File: config.mk
export PLATFORM = sky130hd
export DESIGN_NAME = pump_torque_reserve_ramp
export DESIGN_NICKNAME = d
export VERILOG_FILES = /design/src/rtl/ptrr_pkg.sv /design/src/rtl/ptrr_core.sv /design/src/rtl/pump_torque_reserve_ramp.sv
export SDC_FILE = /design/constraint.sdc
export NUM_CORES = 1
export LEC_CHECK = 0
export BUFFER_PORTS_ARGS = -buffer_cell sky130_fd_sc_hd__buf_2
export CORE_UTILIZATION = 45
export CTS_BUF_LIST = sky130_fd_sc_hd__clkbuf_8
export DETAILED_ROUTE_END_ITERATION = 10
export HOLD_SLACK_MARGIN = 0.12
export MAX_ROUTING_LAYER = met4
export PLACE_DENSITY = 0.66
export SETUP_SLACK_MARGIN = 0.05
export SLEW_MARGIN = 30
export SYNTH_ARGS = -nofsm -noshare
export SYNTH_HDL_FRONTEND = slang
export SYNTH_SLANG_ARGS = --single-unit
File: constraint.sdc
create_clock -name clk -period 9.28 [get_ports clk]
set_clock_uncertainty 0.1 [all_clocks]
set_input_delay 0.464 -clock clk [delete_from_list [all_inputs] [get_ports clk]]
set_output_delay 0.464 -clock clk [all_outputs]
set_load 0.02 [all_outputs]
File: src/rtl/ptrr_pkg.sv
// Types, constants and helper functions of the pump torque reserve ramp.
`default_nettype none
package ptrr_pkg;

  localparam int unsigned CFG_IDX_W = 3;
  localparam int unsigned CFG_DATA_W = 16;
  localparam int unsigned RES_W = 11;
  localparam int unsigned UP_W = 12;

  localparam logic [CFG_IDX_W-1:0] CFG_ENABLE     = 3'd0;
  localparam logic [CFG_IDX_W-1:0] CFG_SPEED_THR  = 3'd1;
  localparam logic [CFG_IDX_W-1:0] CFG_TARGET     = 3'd2;
  localparam logic [CFG_IDX_W-1:0] CFG_RISE_LIMIT = 3'd3;
  localparam logic [CFG_IDX_W-1:0] CFG_FALL_LIMIT = 3'd4;
  localparam logic [CFG_IDX_W-1:0] CFG_DELAY_TIME = 3'd5;

  localparam logic [RES_W-1:0] DELAY_CAP   = 11'd1500;
  localparam logic [RES_W-1:0] RESERVE_CAP = 11'd1600;

  // ceil(2^21 / 25); exact quotient for every 16-bit dividend.
  localparam logic [16:0] DIV25_MUL = 17'd83887;

  typedef struct packed {
    logic [15:0] vehicle_speed;
    logic        pump_halt;
    logic        speed_fault;
    logic [15:0] idle_reserve;
  } ptrr_in_t;

  typedef struct packed {
    logic [RES_W-1:0] reserve_torque;
    logic             speed_ok;
    logic             delay_ok;
    logic             reserve_active;
  } ptrr_out_t;

  // Settings as the step logic uses them; the rate steps are pre-divided.
  typedef struct packed {
    logic             enable;
    logic [7:0]       speed_threshold;
    logic [15:0]      target_torque;
    logic [UP_W-1:0]  up_step;
    logic [RES_W-1:0] down_step;
    logic [RES_W-1:0] delay_load;
  } ptrr_cfg_t;

  function automatic logic [UP_W-1:0] div25(input logic [15:0] x);
    logic [32:0] prod;
    prod = {17'd0, x} * {16'd0, DIV25_MUL};
    return prod[32:21];
  endfunction

  // Decrease step from the signed fall limit; positive limits give zero.
  function automatic logic [RES_W-1:0] fall_step(input logic [15:0] lim);
    logic [15:0]     mag;
    logic [UP_W-1:0] q;
    mag = lim[15] ? (~lim + 16'd1) : 16'd0;
    q = div25(mag);
    return q[RES_W-1:0];
  endfunction

  // Turn-on delay in ticks: delay * 25 / 4, capped.
  function automatic logic [RES_W-1:0] delay_ticks(input logic [7:0] d);
    logic [12:0]      prod;
    logic [RES_W-1:0] q;
    prod = {1'b0, d, 4'd0} + {2'b0, d, 3'd0} + {5'd0, d};
    q = prod[12:2];
    return (q < DELAY_CAP) ? q : DELAY_CAP;
  endfunction

endpackage
`default_nettype wire

File: src/rtl/ptrr_core.sv
// State registers and single-tick update of the torque reserve ramp.
`default_nettype none
module ptrr_core (
  input  wire logic              clk,
  input  wire logic              rst_n,
  input  wire logic              step_en,
  input  wire ptrr_pkg::ptrr_cfg_t cfg,
  input  wire ptrr_pkg::ptrr_in_t  item,
  output ptrr_pkg::ptrr_out_t      res
);
  import ptrr_pkg::*;

  logic [RES_W-1:0] reserve_r, reserve_nxt;
  logic             active_before_r, active_before_nxt;
  logic             halt_before_r, halt_before_nxt;
  logic [RES_W-1:0] delay_cnt_r, delay_cnt_nxt;
  logic [2:0]       held_r, held_nxt;

  logic             speed_ok;
  logic             delay_ok;
  logic             active;
  logic [RES_W-1:0] cnt_lim;
  logic [15:0]      tgt;
  logic [15:0]      cur;
  logic [15:0]      diff;
  logic [15:0]      up16;
  logic [15:0]      down16;
  logic [16:0]      val;

  always_comb begin
    reserve_nxt       = reserve_r;
    active_before_nxt = active_before_r;
    halt_before_nxt   = halt_before_r;
    delay_cnt_nxt     = delay_cnt_r;
    held_nxt          = held_r;

    cnt_lim = (delay_cnt_r < DELAY_CAP) ? delay_cnt_r : DELAY_CAP;
    if (item.pump_halt) begin
      if (!halt_before_r) begin
        delay_cnt_nxt = cfg.delay_load;
      end else if (delay_cnt_r != '0) begin
        delay_cnt_nxt = cnt_lim - 11'd1;
      end
      delay_ok = (delay_cnt_nxt != '0);
    end else begin
      delay_ok = 1'b1;
    end

    speed_ok = (item.vehicle_speed < {3'd0, cfg.speed_threshold, 5'd0}) || item.speed_fault;
    active   = item.pump_halt && delay_ok && speed_ok;

    tgt    = active ? cfg.target_torque : 16'd0;
    cur    = {5'd0, reserve_r};
    up16   = {4'd0, cfg.up_step};
    down16 = {5'd0, cfg.down_step};

    // Slew toward the target, except on the first active tick which seeds.
    if (active && !active_before_r) begin
      val  = {1'b0, item.idle_reserve};
      diff = '0;
    end else if (tgt > cur) begin
      diff = tgt - cur;
      val  = {1'b0, cur} + {1'b0, (diff < up16) ? diff : up16};
    end else begin
      diff = cur - tgt;
      val  = {1'b0, cur - ((diff < down16) ? diff : down16)};
    end

    if (cfg.enable) begin
      reserve_nxt       = (val < {6'd0, RESERVE_CAP}) ? val[RES_W-1:0] : RESERVE_CAP;
      active_before_nxt = active;
      halt_before_nxt   = item.pump_halt;
      held_nxt          = {active, delay_ok, speed_ok};
    end else begin
      delay_cnt_nxt = delay_cnt_r;
    end
  end

  always_ff @(posedge clk) begin
    if (!rst_n) begin
      reserve_r       <= '0;
      active_before_r <= 1'b0;
      halt_before_r   <= 1'b0;
      delay_cnt_r     <= '0;
      held_r          <= '0;
    end else if (step_en) begin
      reserve_r       <= reserve_nxt;
      active_before_r <= active_before_nxt;
      halt_before_r   <= halt_before_nxt;
      delay_cnt_r     <= delay_cnt_nxt;
      held_r          <= held_nxt;
    end
  end

  always_comb begin
    res.reserve_torque = reserve_nxt;
    res.speed_ok       = held_nxt[0];
    res.delay_ok       = held_nxt[1];
    res.reserve_active = held_nxt[2];
  end

endmodule
`default_nettype wire

File: src/rtl/pump_torque_reserve_ramp.sv
// A result is registered in the output register, or in the skid register while the output stalls.
// Throughput: one request per cycle while in_stall is low; the state update is a single registered step.
// A two-entry output buffer lets a request enter while one result waits downstream.
// Reset (synchronous, active low) clears all settings, the ramp state and the buffer's valid flags.
`default_nettype none
module pump_torque_reserve_ramp (
  input  wire logic                             clk,
  input  wire logic                             rst_n,
  input  wire logic                             in_valid,
  output logic                                  in_stall,
  input  wire ptrr_pkg::ptrr_in_t               in_data,
  output logic                                  out_valid,
  input  wire logic                             out_stall,
  output ptrr_pkg::ptrr_out_t                   out_data,
  input  wire logic                             cfg_valid,
  output logic                                  cfg_ready,
  input  wire logic [ptrr_pkg::CFG_IDX_W-1:0]   cfg_index,
  input  wire logic [ptrr_pkg::CFG_DATA_W-1:0]  cfg_data
);
  import ptrr_pkg::*;

  ptrr_cfg_t cfg_r;
  ptrr_out_t res;
  ptrr_out_t out_data_r;
  ptrr_out_t skid_data_r;
  logic      out_valid_r;
  logic      skid_valid_r;
  logic      accept;
  logic      out_free;

  assign cfg_ready = 1'b1;

  always_ff @(posedge clk) begin
    if (!rst_n) begin
      cfg_r <= '0;
    end else if (cfg_valid && cfg_ready) begin
      case (cfg_index)
        CFG_ENABLE:     cfg_r.enable          <= cfg_data[0];
        CFG_SPEED_THR:  cfg_r.speed_threshold <= cfg_data[7:0];
        CFG_TARGET:     cfg_r.target_torque   <= cfg_data;
        CFG_RISE_LIMIT: cfg_r.up_step         <= div25(cfg_data);
        CFG_FALL_LIMIT: cfg_r.down_step       <= fall_step(cfg_data);
        CFG_DELAY_TIME: cfg_r.delay_load      <= delay_ticks(cfg_data[7:0]);
        default: ;
      endcase
    end
  end

  assign in_stall = skid_valid_r;
  assign accept   = in_valid && !skid_valid_r;
  assign out_free = !out_valid_r || !out_stall;

  ptrr_core u_core (
    .clk     (clk),
    .rst_n   (rst_n),
    .step_en (accept),
    .cfg     (cfg_r),
    .item    (in_data),
    .res     (res)
  );

  always_ff @(posedge clk) begin
    if (!rst_n) begin
      out_valid_r  <= 1'b0;
      skid_valid_r <= 1'b0;
    end else if (out_free) begin
      if (skid_valid_r) begin
        out_valid_r  <= 1'b1;
        skid_valid_r <= 1'b0;
      end else begin
        out_valid_r <= accept;
      end
    end else if (accept) begin
      skid_valid_r <= 1'b1;
    end
  end

  always_ff @(posedge clk) begin
    if (out_free) begin
      if (skid_valid_r) begin
        out_data_r <= skid_data_r;
      end else if (accept) begin
        out_data_r <= res;
      end
    end else if (accept) begin
      skid_data_r <= res;
    end
  end

  assign out_valid = out_valid_r;
  assign out_data  = out_data_r;

endmodule
`default_nettype wire

==> run summary, run 1 <==
Unique cell type count in the Yosys netlist: 76
Die area: 41810 µm²
Floorplan Core Area: 40100 µm²
Buf+Inv Stages, Crit Path: 5
DIE WIDTH: 204.5 µm
EDFF count, synth: 28
Post-Syn Instances: 2027
Worst setup EP type: flip-flop
Synth Area in Compound Gates: 14.16%
Largest net degree at the start of global routing: 62
Worst slack at placement: -0.1764 ns
Synth area leaders: ha_1 (25%), fa_1 (22%), dfxtp_1 (9.6%), inv_1 (7.0%), edfxtp_1 (4.6%)
Post-synth ARST share: 0%
Worst-path clk slew: 0.09 ns
Most used cell, CP: buf_6
Hold Path Class: in -> reg
Final setup vio count: 0
Root buffer cell: clkbuf_8
Synth Flop Type: dfxtp_1
Mux cell area share after synthesis: 1.411%
Status: complete, no violations
Top-count cell post-synth: ha_1
CP required: 9.37 ns
Overflow after GRT: 0
Number of warnings issued by yosys: 0
Antenna violations before repair: 1
Drt initial violations: 895
I/O Pins: 75
PD cells: 225.8 nW/µm²
P_leak: 0.01021 µW
Clock tree buffer depth: 2
Slowest stage delay, CP: 0.45 ns
First-pass GRT wire length: 74.56 mm
Register area: 2608 µm²
Max Cap Viol: 0
Remaining antenna violation count after routing: 0
Final Hold Vio Count: 0
Crit share post-route: 97.19%
Crit path max-delay family: compound AO/OA/AOI/OAI gates
Crit Path Class: reg -> reg
Syn nets: 2652
Routed len/inst: 17.30 µm
Seq/Total Area, Yosys: 14.11%
Power Total: 4684 µW
FP Rows: 73
DP Wirelength: 38.20 mm
Via count: 14.48k
Layout fillers: 3669
Clock sinks: 116
Biggest area consumer among synthesized cells: ha_1
Layout Area Growth over Synthesis: 12.46%
PortBufs: 68
Maximum VDD drop: 0.0004094 V
Initial core utilization: 46.00%
Synth top cells by count: ha_1 (365), inv_1 (343), fa_1 (202), nand2_1 (161), o21ai_0 (90)
CTS buffer count: 17
Main combinational cell family by area after synthesis: adder cells
GRT Util Overall: 23.20%
Final WL: 46.24 mm
WP data arrival: 9.11 ns
RSZ-0062 raised after global routing: yes
Xor and xnor fraction of the mapped netlist area: 3.181%
Clock Latency Late Sink: 0.46 ns
Vias per inst: 5.418
Layout cells sized above 1: 13.93%
Final WS setup: 0.2610 ns
# DRC: 0
Worst slew margin: 42.30%
Share of the synthesized area in the top cell type: 24.76%
Die extent in y: 204.5 µm
Min cycle time layout: 9.019 ns
Vias in the first global route: 14.83k
Mapped Area: 18450 µm²
Multi-input logic area: 14760 µm²
Slew @ Worst Pin: 0.8637 ns
CTS Hold Buffers Added: 0
Crit start category: flip-flop
Final net count: 2759
Max-slew violations: 0
DRT Pass-1 Iters: 5
Synth Register Bits: 116
Critical Path Slowest Stage Cell: a211oi_4
Max Freq: 110.9 MHz
Post-Synth Adder-Cell Area: 46.68%
Mean Syn Cell Area: 9.100 µm²
Htree depth: 4
CTS tree: yes
GPL Wtd Cong: 0.9300
Post-Synth Simple-Gate Area: 11.95%
Worst Path Max Fanout: 8
-- through the flow --
stage	cells	cell area, µm²	utilization (%)	hold WS (ns)	setup TNS, ns
floorplan	2027	18490	-	0.3386	0
global placement	2608	19610	48.91	0.3499	0
detailed placement	2608	19620	48.93	0.3597	-2.189
CTS	2640	20020	49.94	0.2282	0
global route	2673	20740	51.74	0.2579	-2.990
finish	2673	20740	51.74	0.2468	0
-- path summary, 6_finish.rpt --
| check | from | endpoint | slack (ns) | cells past startpoint |
|---|---|---|---|---|
| hold / removal | out_stall | in_stall | 0.25 | 3 |
| setup / recovery | u_core.delay_cnt_r[9] | out_data[9] | 0.26 | 42 |
| setup reg to reg | u_core.delay_cnt_r[9] | out_data[9] | 0.26 | 42 |
| hold reg to reg | cfg_r[56] | cfg_r[56] | 0.37 | 2 |
-- cell usage in the layout (no fill, tap or decap), types with 27 or more instances in the layout --
cell type  synthesis  layout
edfxtp_1          28      28
nor3_1            37      33
inv_1            343     342
xnor2_1           49      45
buf_4              2      76
buf_2              4      69
and2_1            29      27
a21oi_1           89      77
ha_1             365     357
fa_1             202     199
nand3_1           33      32
a21boi_0          33      31
dfxtp_1           88      86
nand2_1          161     157
o21ai_0           90      74
nor2_1            88      84
nor2b_1           29      29
-- report_power, final --
part / internal [µW] / switching, µW
logic: 1670 / 1980
clock network: 202 / 273
registers: 540 / 18.3
total: 2410 / 2270
-- worst reg2reg max path: cells and delay by family, from the launching register on --
kind | cells | cell delay, ns
compound gates | 21 | 4.31
simple gates | 9 | 1.70
flops | 1 | 0.39
buf+inv | 5 | 0.68
fa+ha+maj | 5 | 1.29
xor+xnor | 2 | 0.24
-- final cells by class --
class                      instances  share of cell area [%]
antenna                            1                 0.01206
clock buffer                      17                   1.128
clock inverter                    15                  0.7479
inverter                         343                   6.206
multi-input combinational       1503                   71.15
sequential                       116                   12.57
tap                              525                   3.166
timing repair buffer             153                   5.024
-- flip-flops by register name (all words and copies together), names as in the netlist --
register	count
cfg_r	59
out_data	14
skid_data_r	14
u_core.reserve_r	11
u_core.held_r	3
out_valid	1
u_core.active_before_r	1
in_stall	1
u_core.halt_before_r	1
u_core.delay_cnt_r	11
-- cells by family after synthesis --
| kind of cell | after synthesis |
|---|---|
| compound gates | 391 |
| xor+xnor | 67 |
| fa+ha+maj | 567 |
| buf+inv | 408 |
| flops | 116 |
| mux | 25 |
| other cells | 1 |
| simple gates | 452 |
-- metal layers --
| metal | GRT usage [%] | part of all wire [%] | up-vias |
|---|---|---|---|
| met3 | 2.854 | 4.2 | 62 |
| met1 | 30.14 | 46 | 7058 |
| met2 | 38.10 | 48 | 313 |
| met4 | 6.103 | 2.1 | 0 |
| li1 | - | - | 7048 |
| met5 | - | 0 | - |
-- what timing repair did --
item | CTS | global route
endpoints found under the setup margin | 30 | 33
pin swaps | 1 | 60
gates cloned | 0 | 3
setup buffers | 0 | 29
gates resized for setup | 3 | 111
(Power assumes the default switching activity.)
==> run 2: changes to the inputs <==
CELL_PAD_IN_SITES_DETAIL_PLACEMENT = 1   (was not set)
CELL_PAD_IN_SITES_GLOBAL_PLACEMENT = 1   (was not set)
PLACE_DENSITY = 0.8   (was 0.66)
==> run summary, run 2 (synthesized netlist as in run 1, its figures left out) <==
Remaining antenna violation count after routing: 0 (unchanged)
Antenna violations before repair: 0 (-1)
Reg2Reg Depth: 42 (unchanged)
Via count: 15.05k (+4.0%)
R2R setup slack: 0.36 ns (+0.10 ns)
Clock sinks: 116 (unchanged)
Crit share post-route: 96.13% (-1.1 points)
Final setup vio count: 0 (unchanged)
Final setup TNS: 0 ns (unchanged)
DIE WIDTH: 204.5 µm (unchanged)
Layout cells sized above 1: 12.37% (-1.6 points)
Initial core utilization: 46.00% (unchanged)
CTS Hold Buffers Added: 0 (unchanged)
Cell Area, Placed: 19590 µm² (-0.16%)
Crit Path Class: reg -> reg
Largest net degree at the start of global routing: 91 (+47%)
Worst slew margin: 41.57% (-0.73 points)
Reg2reg start: u_core.delay_cnt_r[9]
DP Wirelength: 44.49 mm (+16%)
Layout fillers: 4671 (+27%)
Slowest stage delay, CP: 0.40 ns (-0.05 ns)
Vias in the first global route: 17.01k (+15%)
WP data arrival: 9.04 ns (-0.07 ns)
Commonest non-fill, non-tap cells in the layout: ha_1 (360), inv_1 (345), fa_1 (199), nand2_1 (158), nor2_1 (87)
Number of diodes: 0 (-1)
Clock Latency Late Sink: 0.48 ns (+0.02 ns)
CP required: 9.40 ns (+0.03 ns)
CTS buffer count: 17 (unchanged)
Routed len/inst: 20.17 µm (+17%)
Most common cell after layout, fill and taps aside: ha_1
Layout Area Growth over Synthesis: 10.71%
Worst setup EP type: flip-flop
Clock tree buffer depth: 2 (unchanged)
Crit start category: flip-flop
Top reg by flops: cfg_r
Max Cap Viol: 0 (unchanged)
Max FFs per register: 59 (unchanged)
GPL Wtd Cong: 0.9234 (-0.71%)
Crit path max-delay family: compound AO/OA/AOI/OAI gates
Worst Path Max Fanout: 21 (+13)
Die area: 41810 µm² (unchanged)
Drt initial violations: 648 (-28%)
DRT Pass-1 Iters: 5 (unchanged)
Vias per inst: 5.662 (+4.5%)
Final Hold Vio Count: 0 (unchanged)
GRT Util Overall: 27.57% (+4.4 points)
Final WL: 53.63 mm (+16%)
Floorplan Core Area: 40100 µm² (unchanged)
Final net count: 2746 (-0.47%)
Worst-path clk slew: 0.08 ns (about the same)
Post-placement cell count: 2604 (-0.15%)
PD cells: 229.3 nW/µm² (+1.5%)
# DRC: 0 (unchanged)
Hold Path End: in_stall
Most used cell, CP: a21oi_2
Maximum VDD drop: 0.0004148 V (+1.3%)
Hold Crit Start: out_stall
FP Rows: 73 (unchanged)
Final instance area: 20420 µm² (-1.6%)
Htree depth: 4 (unchanged)
P_leak: 0.01005 µW (-1.6%)
Hold depth: 3 (unchanged)
PortBufs: 68 (unchanged)
Non-filler cells, final: 2659 (-0.52%)
I/O Pins: 75 (unchanged)
First-pass GRT wire length: 87.98 mm (+18%)
CTS tree: yes
Min cycle time layout: 8.921 ns (-0.09780 ns)
Status: complete, no violations
Max-slew violations: 0 (unchanged)
Die extent in y: 204.5 µm (unchanged)
Root buffer cell: clkbuf_8
Final design utilization: 50.93% (-0.81 points)
RR Endpoint: out_data[3]
Slew @ Worst Pin: 0.8690 ns (+0.005261 ns)
Critical Path Slowest Stage Cell: o311ai_4
Buf+Inv Stages, Crit Path: 5 (unchanged)
Overflow after GRT: 0 (unchanged)
Max Freq: 112.1 MHz (+1.1%)
Hold Path Class: in -> reg
[run 2: cell count changes in the layout (fill, tap and decap cells not counted), moves of 4 or more]
| cell | previous run | this run |
|---|---|---|
| buf_4 | 76 | 69 |
| inv_8 | 7 | 0 |
| o21ai_0 | 74 | 79 |
| a211oi_2 | 2 | 6 |
| a21oi_1 | 77 | 81 |
| a21oi_2 | 14 | 10 |
| buf_6 | 5 | 1 |
| clkinv_2 | 0 | 4 |
[run 2: worst max-delay path by stage]
| stage | startpoint | to | slack [ns] | cells past startpoint |
|---|---|---|---|---|
| 6_report | u_core.delay_cnt_r[9] | out_data[3] | 0.36 | 42 |
| 5_1_grt | u_core.delay_cnt_r[9] | out_data[10] | -0.10 | 40 |
| 4_1_cts | u_core.delay_cnt_r[9] | out_data[3] | 0.06 | 40 |
| 3_5_place_dp | u_core.delay_cnt_r[9] | skid_data_r[11] | -0.39 | 39 |
| 3_3_place_gp | u_core.delay_cnt_r[9] | skid_data_r[3] | -0.02 | 38 |
| 2_1_floorplan | u_core.delay_cnt_r[9] | skid_data_r[3] | 0.06 | 43 |
[run 2: repair_timing]
| item | in CTS | in global routing |
|---|---|---|
| pin swaps | 2 | 31 |
| gates resized for setup | 26 | 50 |
| buffers inserted | 2 | 20 |
| hold endpoints to repair | 0 | 0 |
| cloned | 0 | 1 |
| setup endpoints to repair | 33 | 33 |
[run 2: cell type report]
type	count	area, µm²	area share (%)
clock buffer	17	234.0	1.146
clock inverter	15	141.4	0.6923
inverter	343	1287	6.304
multi-input combinational	1503	14600	71.50
sequential	116	2606	12.76
tap	525	656.9	3.217
timing repair buffer	140	894.6	4.381
[run 2: per-stage QoR]
step                setup slack, ns  power, µW  hold slack, ns
finish                       0.3588       4682          0.2537
global route                -0.1014       5257          0.2429
CTS                         0.05587       4636          0.2385
detailed placement          -0.3865       4096          0.3655
global placement           -0.01714       3862          0.3494
floorplan                   0.06486       3085          0.3386
[run 2: per-layer routing]
| layer | wire length (µm) | track usage [%] |
|---|---|---|
| met5 | 0 | - |
| met4 | 2067 | 10.77 |
| met3 | 1473 | 2.312 |
| met2 | 27590 | 48.91 |
| met1 | 22500 | 32.13 |
[run 2: worst min-delay path: cells and delay by family]
family | cells | cell delay, ns
buffers and inverters | 1 | 0.11
and+or+nand+nor | 2 | 0.22
[run 2: where the power goes]
group          internal (µW)  switching (µW)  total [µW]
combinational           1610            2030        3650
sequential               541            17.8         558
clock                    235             242         478
total                   2390            2290        4680
==> run 3: changes to the inputs <==
BUFFER_PORTS_ARGS = -buffer_cell sky130_fd_sc_hd__clkbuf_2   (was -buffer_cell sky130_fd_sc_hd__buf_2)
PLACE_DENSITY = 0.86   (was 0.8)
clock period = 8.4 ns   (was 9.28 ns; I/O delays follow)
==> run summary, run 3 (synthesized netlist as in run 1, its figures left out) <==
Status: complete, but fails checks
Violations in the final reports: negative setup slack
WP data arrival: 9.49 ns (+0.45 ns)
Remaining antenna violation count after routing: 0 (unchanged)
PD cells: 256.4 nW/µm² (+12%)
Layout Area Growth over Synthesis: 16.83%
DRT Pass-1 Iters: 8 (+3)
Max FFs per register: 59 (unchanged)
Crit start category: flip-flop
Via count: 15.96k (+6.0%)
Initial core utilization: 46.00% (unchanged)
Final WL: 61.39 mm (+14%)
Final WS setup: -0.8413 ns (-1.200 ns)
Max-slew violations: 0 (unchanged)
Die area: 41810 µm² (unchanged)
Floorplan Core Area: 40100 µm² (unchanged)
Crit Path Class: reg -> reg
P_leak: 0.01074 µW (+6.9%)
Worst setup EP type: flip-flop
Top reg by flops: cfg_r
Number of diodes: 0 (unchanged)
Slew @ Worst Pin: 0.8545 ns (-0.01449 ns)
Max Cap Viol: 0 (unchanged)
Antenna violations before repair: 0 (unchanged)
Most common cell after layout, fill and taps aside: ha_1
Clock Latency Late Sink: 0.48 ns (about the same)
Buf+Inv Stages, Crit Path: 7 (+2)
PortBufs: 68 (unchanged)
Clock sinks: 116 (unchanged)
R2R setup slack: -0.84 ns (-1.20 ns)
CTS Hold Buffers Added: 0 (unchanged)
CTS tree: yes
Top Usage Layer GRT: met2
Root buffer cell: clkbuf_8
Clock tree buffer depth: 2 (unchanged)
Max Freq: 108.2 MHz (-3.5%)
DP Wirelength: 48.25 mm (+8.4%)
Critical Path Slowest Stage Cell: or3b_4
GPL Wtd Cong: 0.9421 (+2.0%)
Worst slack at placement: -0.6589 ns (-0.2724 ns)
Worst slew margin: 42.60% (+1.0 points)
Overflow after GRT: 0 (unchanged)
Commonest non-fill, non-tap cells in the layout: ha_1 (359), inv_1 (340), fa_1 (198), buf_4 (186), nand2_1 (157)
First-pass GRT wire length: 94.27 mm (+7.2%)
Slowest stage delay, CP: 0.42 ns (+0.02 ns)
I/O Pins: 75 (unchanged)
DIE WIDTH: 204.5 µm (unchanged)
Met1 usage in global routing: 33.33% (+1.2 points)
# DRC: 0 (unchanged)
Largest net degree at the start of global routing: 91 (unchanged)
Crit path max-delay family: compound AO/OA/AOI/OAI gates
Routed len/inst: 22.11 µm (+9.6%)
GRT met2 Usage: 53.73% (+4.8 points)
GRT Util Overall: 29.81% (+2.2 points)
CP required: 8.65 ns (-0.75 ns)
Maximum VDD drop: 0.0004650 V (+12%)
Met3 Usage GRT: 2.679% (+0.37 points)
Worst-path clk slew: 0.09 ns (about the same)
Vias per inst: 5.746 (+1.5%)
CTS buffer count: 17 (unchanged)
RSZ-0062 raised after global routing: yes
Die extent in y: 204.5 µm (unchanged)
Final design utilization: 53.75% (+2.8 points)
Min cycle time layout: 9.241 ns (+0.3201 ns)
Final Hold Vio Count: 0 (unchanged)
Htree depth: 4 (unchanged)
Drt initial violations: 817 (+26%)
Final setup vio count: 33 (+33)
Layout cells sized above 1: 18.43% (+6.1 points)
Final net count: 2864 (+4.3%)
Worst Path Max Fanout: 16 (-24%)
Crit share post-route: 110.0% (+14 points)
Hold Path Class: in -> reg
Final hold slack: 0.1980 ns (-0.05567 ns)
Vias in the first global route: 17.81k (+4.7%)
FP Rows: 73 (unchanged)
run 3: cell types whose count changed in the layout (fill, tap and decap cells not counted), sizes merged:
cell | before | now
clkbuf | 17 | 86
buf | 140 | 190
clkinv | 7 | 2
inv | 347 | 350
clkinvlp | 2 | 3
run 3: routing by layer:
metal / wire length, µm / part of all wire (%)
met5: 0 / 0
met4: 3181 / 5.2
met3: 2100 / 3.4
met2: 32110 / 52
met1: 24000 / 39
run 3: path summary, 6_finish.rpt:
check | startpoint | to | depth (start not counted)
worst max-delay path | u_core.delay_cnt_r[9] | u_core.reserve_r[2] | 45
worst min-delay path | out_stall | in_stall | 3
worst max register to register | u_core.delay_cnt_r[9] | u_core.reserve_r[2] | 45
worst min register to register | cfg_r[41] | cfg_r[41] | 2
run 3: power by group:
group,internal (µW),switching [µW]
registers,597,20.2
clock network,281,305
logic,1910,2410
total,2790,2740
run 3: cell type report:
| cell class | count | area, µm² |
|---|---|---|
| fill | 4668 | 18550 |
| multi-input combinational | 1503 | 14800 |
| sequential | 116 | 2604 |
| timing repair buffer | 258 | 1790 |
| inverter | 343 | 1290 |
| tap | 525 | 656.9 |
| clock buffer | 18 | 247.7 |
| clock inverter | 14 | 166.4 |
run 3: metrics by stage:
step                total power [µW]  TNS, ns  instance area [µm²]  instances
finish                          5526   -23.78                21550       2777
global route                    6061   -35.24                21550       2777
CTS                             5424   -12.71                21170       2762
detailed placement              4764   -19.12                20610       2724
global placement                4408   -6.427                20610       2724
floorplan                       3436   -3.075                18640       2027
run 3: tightest hold or removal path, cell delays in order:
cell,delay [ns]
clkbuf_2,0.09
nand2_1,0.14
nor3b_1,0.07
run 3: what timing repair did:
item,CTS,global route
pin swaps,15,47
setup endpoints to repair,33,34
cloned,0,1
setup buffers,6,14
gates resized for setup,26,70
